[src/rtl/core/slug_pkg.sv]
package slug_pkg;

  // Lehmer generator constants
  localparam int unsigned LEHMER_MULT_W = 15;
  localparam logic [LEHMER_MULT_W-1:0] LEHMER_MULT = 15'd16807;
  localparam int unsigned VALUE_W = 31;
  localparam logic [VALUE_W-1:0] LEHMER_MOD = 31'h7fff_ffff;

  // Shuffle table defaults
  localparam int unsigned TABLE_SIZE_DEF = 32;
  localparam int unsigned WARMUP_EXTRA = 8;

  // Controller states
  typedef enum logic [2:0] {
    ST_IDLE,
    ST_INIT_MUL,
    ST_INIT_FOLD,
    ST_DRAW_MUL,
    ST_DRAW_FOLD,
    ST_COMMIT
  } state_t;

  // Controller to datapath commands
  typedef struct packed {
    logic mul;        // register both products
    logic load_seed;  // load generator from seed (or one)
    logic use_seed;   // take seed port rather than one
    logic cnt_load;   // load warm-up counter
    logic init_fold;  // warm-up step: fold, fill table, count down
    logic draw_fold;  // draw step: fold, read table slot
    logic commit;     // emit slot value, refill slot
    logic inited;     // flag carried to the result
  } cmd_t;

  // Datapath to controller status
  typedef struct packed {
    logic last_zero;
    logic cnt_zero;
  } status_t;

endpackage

[src/rtl/core/slug_ctrl.sv]
module slug_ctrl
  import slug_pkg::*;
(
  input  logic    clk,
  input  logic    rst,
  input  logic    req_valid,
  input  logic    op,
  output logic    req_stall,
  output logic    res_valid,
  input  logic    res_stall,
  input  status_t status,
  output cmd_t    cmd
);

  state_t state;
  state_t state_next;
  logic   inited;
  logic   accept;
  logic   need_init;
  logic   res_free;

  assign accept    = (state == ST_IDLE) && req_valid;
  assign need_init = op || status.last_zero;
  assign res_free  = !res_valid || !res_stall;
  assign req_stall = (state != ST_IDLE);

  // Next state
  always_comb begin
    state_next = state;
    unique case (state)
      ST_IDLE: begin
        if (req_valid) begin
          state_next = need_init ? ST_INIT_MUL : ST_DRAW_FOLD;
        end
      end
      ST_INIT_MUL:  state_next = ST_INIT_FOLD;
      ST_INIT_FOLD: state_next = status.cnt_zero ? ST_DRAW_MUL : ST_INIT_MUL;
      ST_DRAW_MUL:  state_next = ST_DRAW_FOLD;
      ST_DRAW_FOLD: state_next = ST_COMMIT;
      ST_COMMIT: begin
        if (res_free) begin
          state_next = ST_IDLE;
        end
      end
      default: state_next = ST_IDLE;
    endcase
  end

  // Commands
  always_comb begin
    cmd = '0;
    cmd.use_seed = op;
    cmd.inited   = inited;
    unique case (state)
      ST_IDLE: begin
        cmd.mul       = 1'b1;
        cmd.load_seed = accept && need_init;
        cmd.cnt_load  = accept && need_init;
      end
      ST_INIT_MUL:  cmd.mul       = 1'b1;
      ST_INIT_FOLD: cmd.init_fold = 1'b1;
      ST_DRAW_MUL:  cmd.mul       = 1'b1;
      ST_DRAW_FOLD: cmd.draw_fold = 1'b1;
      ST_COMMIT:    cmd.commit    = res_free;
      default: ;
    endcase
  end

  // State, init flag and result valid
  always_ff @(posedge clk) begin
    if (rst) begin
      state     <= ST_IDLE;
      inited    <= 1'b0;
      res_valid <= 1'b0;
    end else begin
      state <= state_next;
      if (accept) begin
        inited <= need_init;
      end
      if (cmd.commit) begin
        res_valid <= 1'b1;
      end else if (!res_stall) begin
        res_valid <= 1'b0;
      end
    end
  end

endmodule

[src/rtl/core/slug_datapath.sv]
module slug_datapath
  import slug_pkg::*;
#(
  parameter int unsigned TABLE_SIZE = TABLE_SIZE_DEF
) (
  input  logic               clk,
  input  logic               rst,
  input  logic [VALUE_W-1:0] seed,
  input  cmd_t               cmd,
  output status_t            status,
  output logic [VALUE_W-1:0] sample,
  output logic               was_initialized
);

  localparam int unsigned IDX_W = $clog2(TABLE_SIZE);
  localparam int unsigned CNT_W = $clog2(TABLE_SIZE + WARMUP_EXTRA);
  localparam int unsigned PROD_W = VALUE_W + LEHMER_MULT_W;

  // Slot = last / SLOT_DIV by exact reciprocal multiply
  localparam logic [63:0] SLOT_DIV = 64'd1 + (64'(LEHMER_MOD) - 64'd1) / 64'(TABLE_SIZE);
  localparam int unsigned SLOT_L = $clog2(SLOT_DIV);
  localparam int unsigned SLOT_SHIFT = VALUE_W + SLOT_L;
  localparam logic [63:0] SLOT_POW = 64'd1 << SLOT_SHIFT;
  localparam logic [63:0] SLOT_RECIP_FULL = (SLOT_POW + SLOT_DIV - 64'd1) / SLOT_DIV;
  localparam int unsigned RECIP_W = 33;
  localparam logic [RECIP_W-1:0] SLOT_RECIP = SLOT_RECIP_FULL[RECIP_W-1:0];
  localparam int unsigned SPROD_W = VALUE_W + RECIP_W;
  localparam int unsigned Q_W = SPROD_W - SLOT_SHIFT;

  logic [VALUE_W-1:0] gen;
  logic [VALUE_W-1:0] last;
  logic [CNT_W-1:0]   cnt;
  logic [PROD_W-1:0]  prod;
  logic [SPROD_W-1:0] slot_prod;
  logic [IDX_W-1:0]   slot;
  logic [IDX_W-1:0]   slot_reg;
  logic [VALUE_W-1:0] rd_data;
  logic [VALUE_W-1:0] table_mem [TABLE_SIZE];

  logic [VALUE_W:0]   fold_sum;
  logic [VALUE_W-1:0] fold_val;
  logic [VALUE_W-1:0] seed_fix;
  logic [Q_W-1:0]     q_full;
  logic               cnt_in_table;
  logic               wr_en;
  logic [IDX_W-1:0]   wr_addr;
  logic [VALUE_W-1:0] wr_data;

  // Fold the product: 2^31 = 1 mod (2^31 - 1)
  always_comb begin
    fold_sum = {1'b0, prod[VALUE_W-1:0]}
             + (VALUE_W + 1)'(prod[PROD_W-1:VALUE_W]);
    if (fold_sum >= {1'b0, LEHMER_MOD}) begin
      fold_sum = fold_sum - {1'b0, LEHMER_MOD};
    end
    fold_val = fold_sum[VALUE_W-1:0];
  end

  // Map a zero seed and the modulus to one; use one when the seed port is not taken
  always_comb begin
    if (!cmd.use_seed || seed == '0 || seed == LEHMER_MOD) begin
      seed_fix = VALUE_W'(1);
    end else begin
      seed_fix = seed;
    end
  end

  // Slot index with guard clamp
  always_comb begin
    q_full = slot_prod[SPROD_W-1:SLOT_SHIFT];
    if (32'(q_full) >= 32'(TABLE_SIZE)) begin
      slot = IDX_W'(TABLE_SIZE - 1);
    end else begin
      slot = q_full[IDX_W-1:0];
    end
  end

  assign cnt_in_table     = 32'(cnt) < 32'(TABLE_SIZE);
  assign status.cnt_zero  = (cnt == '0);
  assign status.last_zero = (last == '0);

  // Table write port: warm-up fill or refill on commit
  always_comb begin
    wr_en   = 1'b0;
    wr_addr = slot_reg;
    wr_data = gen;
    if (cmd.init_fold) begin
      wr_en   = cnt_in_table;
      wr_addr = cnt[IDX_W-1:0];
      wr_data = fold_val;
    end else if (cmd.commit) begin
      wr_en = 1'b1;
    end
  end

  // Shuffle table memory
  always_ff @(posedge clk) begin
    if (wr_en) begin
      table_mem[wr_addr] <= wr_data;
    end
    if (cmd.draw_fold) begin
      rd_data <= table_mem[slot];
    end
  end

  // Products
  always_ff @(posedge clk) begin
    if (cmd.mul) begin
      prod      <= LEHMER_MULT * gen;
      slot_prod <= SLOT_RECIP * last;
    end
    if (cmd.draw_fold) begin
      slot_reg <= slot;
    end
  end

  // Generator, last output and warm-up counter
  always_ff @(posedge clk) begin
    if (rst) begin
      gen  <= '0;
      last <= '0;
      cnt  <= '0;
    end else begin
      if (cmd.load_seed) begin
        gen <= seed_fix;
      end else if (cmd.init_fold || cmd.draw_fold) begin
        gen <= fold_val;
      end
      if (cmd.cnt_load) begin
        cnt <= CNT_W'(TABLE_SIZE + WARMUP_EXTRA - 1);
      end else if (cmd.init_fold && cnt != '0) begin
        cnt <= cnt - CNT_W'(1);
      end
      if (cmd.init_fold && cnt == '0) begin
        last <= fold_val;
      end else if (cmd.commit) begin
        last <= rd_data;
      end
    end
  end

  // Result register
  always_ff @(posedge clk) begin
    if (cmd.commit) begin
      sample          <= rd_data;
      was_initialized <= cmd.inited;
    end
  end

endmodule

[src/rtl/core/shuffled_lehmer_uniform_generator.sv]
// Channel  Handshake              Payload
// request  req_valid, req_stall   op, seed
// result   res_valid, res_stall   sample, was_initialized
//
// A draw runs from accept through the fold and table read to the commit into
// the result register; the next item is accepted in the cycle after. The
// Lehmer step is a registered multiply then a fold, and the table slot is read
// through a registered memory port. A reseed, or the first draw after reset,
// adds a warm-up of TABLE_SIZE + 8 steps, each a multiply then a fold.
// Reset (rst, synchronous) clears the generator and marks the table empty.
// A stalled result holds the block before the commit; one item may be taken
// while an earlier result waits.
module shuffled_lehmer_uniform_generator
  import slug_pkg::*;
#(
  parameter int unsigned TABLE_SIZE = TABLE_SIZE_DEF
) (
  input  logic               clk,
  input  logic               rst,
  input  logic               req_valid,
  output logic               req_stall,
  input  logic               op,
  input  logic [VALUE_W-1:0] seed,
  output logic               res_valid,
  input  logic               res_stall,
  output logic [VALUE_W-1:0] sample,
  output logic               was_initialized
);

  cmd_t    cmd;
  status_t status;

  // Sequence control
  slug_ctrl u_ctrl (
    .clk       (clk),
    .rst       (rst),
    .req_valid (req_valid),
    .op        (op),
    .req_stall (req_stall),
    .res_valid (res_valid),
    .res_stall (res_stall),
    .status    (status),
    .cmd       (cmd)
  );

  // Generator, shuffle table and result register
  slug_datapath #(
    .TABLE_SIZE (TABLE_SIZE)
  ) u_datapath (
    .clk             (clk),
    .rst             (rst),
    .seed            (seed),
    .cmd             (cmd),
    .status          (status),
    .sample          (sample),
    .was_initialized (was_initialized)
  );

endmodule
[config.mk]
export PLATFORM = sky130hd
export DESIGN_NAME = shuffled_lehmer_uniform_generator
export DESIGN_NICKNAME = d
export VERILOG_FILES = /design/src/rtl/core/slug_pkg.sv /design/src/rtl/core/slug_ctrl.sv /design/src/rtl/core/slug_datapath.sv /design/src/rtl/core/shuffled_lehmer_uniform_generator.sv
export SDC_FILE = /design/constraint.sdc
export NUM_CORES = 2
export LEC_CHECK = 0
export ABC_AREA = 1
export BUFFER_PORTS_ARGS = -buffer_cell sky130_fd_sc_hd__buf_4
export CAP_MARGIN = 10
export CORE_ASPECT_RATIO = 0.6
export CORE_MARGIN = 2
export CORE_UTILIZATION = 49
export DETAILED_ROUTE_END_ITERATION = 8
export PLACE_DENSITY = 0.68
export SLEW_MARGIN = 10
export SYNTH_ARGS = -nofsm -noshare
export SYNTH_HDL_FRONTEND = slang
export SYNTH_SLANG_ARGS = --single-unit
[constraint.sdc]
create_clock -name clk -period 5 [get_ports clk]
set_clock_uncertainty 0.05 [all_clocks]
set_input_delay 0 -clock clk [delete_from_list [all_inputs] [get_ports clk]]
set_output_delay 0 -clock clk [all_outputs]
set_load 0.03 [all_outputs]
==> impl_metrics.csv <==
group,metric,value,unit
synth,netlist_area,56360,um2
placed_design,io_buffers,69,
setup_path,path_max_fanout,4,
timing,rsz0062_at_grt,"yes",
timing,hold_slack,0.1580,ns
grt,overflow,0,
setup_path,r2r_cells,22,
floorplanning,num_rows,96,
routing,via_per_inst,6.160,
synth,synth-async-reset-ratio,0,
routing,totalWireLength,193100,um
setup_path,critPathKind,"flop to flop",
routing,drtIter0Drc,6669,
setup_path,r2r-start,"u_datapath.gen[25]",
placed_design,hpwl,127800,um
clocking,clk_pin_slew_worst_paths,0.08,ns
outcome,violations,"setup timing",
floorplanning,dieArea,117800,um2
setup_path,crit_chain,"inv_4 -> buf_6 -> fa_1 -> inv_1 -> ha_1 -> inv_2 -> fa_1 -> inv_1 -> fa_2 -> fa_2 -> fa_1 -> ha_4 -> a21oi_4 -> inv_2 -> a31oi_4 -> o21ai_1 -> a21oi_1 -> nand2_2 -> buf_4 -> buf_6 -> buf_6 -> xor2_2",
timing,finalSetupViolCount,27,
timing,slew_headroom,0.03695,
grt,grt_max_degree,159,
setup_path,reg2reg_slack,-0.31,ns
hold_path,hold_depth,5,
floorplanning,die_w,441.9,um
final_layout,syn2layout_area_growth,17.84,%
clocking,cts.sinks,1184,
grt,first_global_vias,38609,
clocking,tritoncts,"yes",
final_layout,reg_top3,"u_datapath.table_mem: 992 flops, u_datapath.prod: 46 flops",
flow_run,maxCapViolCount,0,
timing,final_max_slew_viol_count,0,
setup_path,cpPeakStageDelay,0.60,ns
synth,ys_dominant_reg_cell,"edfxtp_1",
timing,period_needed,5.307,ns
hold_path,hp-start,"req_valid",
synth,netlist.area_leader.share,0.5919,
final_layout,stdcell_count,6879,
synth,yosys.area.top_type,"edfxtp_1",
clocking,insertion_delay,0.73,ns
setup_path,crit_buf_inv,9,
grt,grt_use_total,0.3221,
synth,synthMostInstantiatedCell,"edfxtp_1",
synth,synth_area_per_cell,11.35,um2
synth,yosysSeqAreaShare,0.6178,
routing,firstDrtPassIters,8,
routing,post_drt_wl_per_cell,28.07,um
synth,yosysUniqueCellTypes,51,
floorplanning,core,114200,um2
grt,grt_antenna_before_repair,11,
setup_path,cp_slowest_cell,"fa_1",
clocking,clk_path_buf_depth,3,
setup_path,start_kind,"flop",
hold_path,hold_path.class,"input pin to flop",
final_layout,top_register,"u_datapath.table_mem",
synth,synth_warnings,0,
placed_design,place_inst,6634,
clocking,htreeDepth,3,
final_layout,largest_reg_flops,992,
setup_path,critPathArrivalTime,5.72,ns
routing,vias,42378,
floorplanning,start_util,0.4934,
placed_design,gp_congestion,1.051,
outcome,status,"finished, violations left",
clocking,cts-root-buf,"clkbuf_16",
setup_path,crit_family,"adder cells",
timing,period_share,1.061,
routing,ant_nets,0,
floorplanning,io_pins,70,
floorplanning,chipHeight,266.7,um
setup_path,worstPathRequired,5.41,ns
synth,synth_edf_count,1111,
synth,netlist_top_cells_count,"edfxtp_1 (1,111), nor2_1 (746), o21ai_0 (639)",
grt,grt_first_pass_wirelength,273700,um
final_layout,drive_above_1_share,0.1659,
synth,synthTopCellsByArea,"edfxtp_1 (59%), o21ai_0 (5.7%), nor2_1 (5.0%)",
hold_path,whs_endpoint,"u_ctrl.inited",
setup_path,r2r-end,"u_datapath.prod[34]",
synth,syn_nets,5340,
final_layout,nets,5654,
routing,drc,0,
timing,layout_setup_ws,-0.3067,ns
timing,fmax,0.1884,GHz
timing,hold_viol,0,
timing,tightest_slew,1.429,ns
synth,ys_ff_latch,1184,
synth,synthCells,4966,
clocking,cts-buffers-inserted,100,
setup_path,crit_path_end_kind,"flop",
-- final cells by class --
type | instances | area (um2)
antenna | 1 | 2.502
clock buffer | 127 | 2698
clock inverter | 54 | 434.2
fill | 9255 | 47810
inverter | 504 | 1932
multi-input combinational | 3029 | 20260
sequential | 1184 | 34870
tap | 1519 | 1901
timing repair buffer | 461 | 4322
-- layout by cell type, fill, tap and decap left out, drive strengths merged, types with 64 or more instances in the layout --
master	netlist	layout
edfxtp	1111	1111
dfxtp	73	73
a31oi	64	64
o22ai	70	70
o221ai	180	180
fa	134	134
o21ai	650	650
nor2	754	754
clkbuf	234	127
inv	503	514
nand2	447	447
nand3	206	206
buf	15	419
ha	204	204
a21oi	99	99
-- worst min-delay path, cell delays in order --
cell and delay (ns):
dlygate4sd3_1 0.53, buf_4 0.11, nand2_1 0.11, nand2_1 0.08, a21oi_1 0.05
-- worst max-delay path by stage --
stage / cells after the start / to / from
after floorplan: 21 / u_datapath.prod[36] / u_datapath.gen[19]
after global placement: 22 / u_datapath.prod[42] / u_datapath.gen[28]
after detailed placement: 23 / u_datapath.prod[23] / u_datapath.gen[6]
after CTS: 24 / u_datapath.prod[45] / u_datapath.gen[18]
after global routing: 24 / u_datapath.prod[42] / u_datapath.gen[21]
final: 22 / u_datapath.prod[34] / u_datapath.gen[25]
-- metal layers --
metal  GRT usage  vias up  wire (um)
met4     0.06734        4       3882
met2      0.4019     2981      72440
li1            -    18318          -
met5           0        -         27
met3      0.1453      262      33840
met1      0.5021    20813      82920
-- kinds of logic after synthesis --
group	count (synthesis)	synth area share
compound gates	1133	0.1195
xor+xnor	61	0.009745
fa+ha+maj	338	0.09288
buf+inv	753	0.05052
flops	1184	0.6178
simple gates	1497	0.1096
-- what timing repair did --
item / in CTS / in global routing
buffers inserted: 18 / 14
pin swaps: 73 / 68
setup endpoints to repair: 28 / 29
gates resized for setup: 132 / 145
hold endpoints to repair: 79 / 0
hold buffers: 42 / 0
-- through the flow --
| stage | setup slack [ns] | instance area [um2] | setup TNS (ns) | util |
|---|---|---|---|---|
| 6_report | -0.3067 | 66420 | -5.112 | 0.5814 |
| 5_1_grt | -0.4298 | 66420 | -8.733 | 0.5814 |
| 3_3_place_gp | -0.3772 | 61530 | -7.126 | 0.5387 |
| 4_1_cts | -0.2921 | 65760 | -4.190 | 0.5757 |
| 3_5_place_dp | -0.4754 | 61530 | -9.223 | 0.5387 |
| 2_1_floorplan | -0.02020 | 56600 | -0.02020 | - |
Power is not shown: default switching activity piles up to over one toggle a cycle in this logic, so the estimate is an artifact.
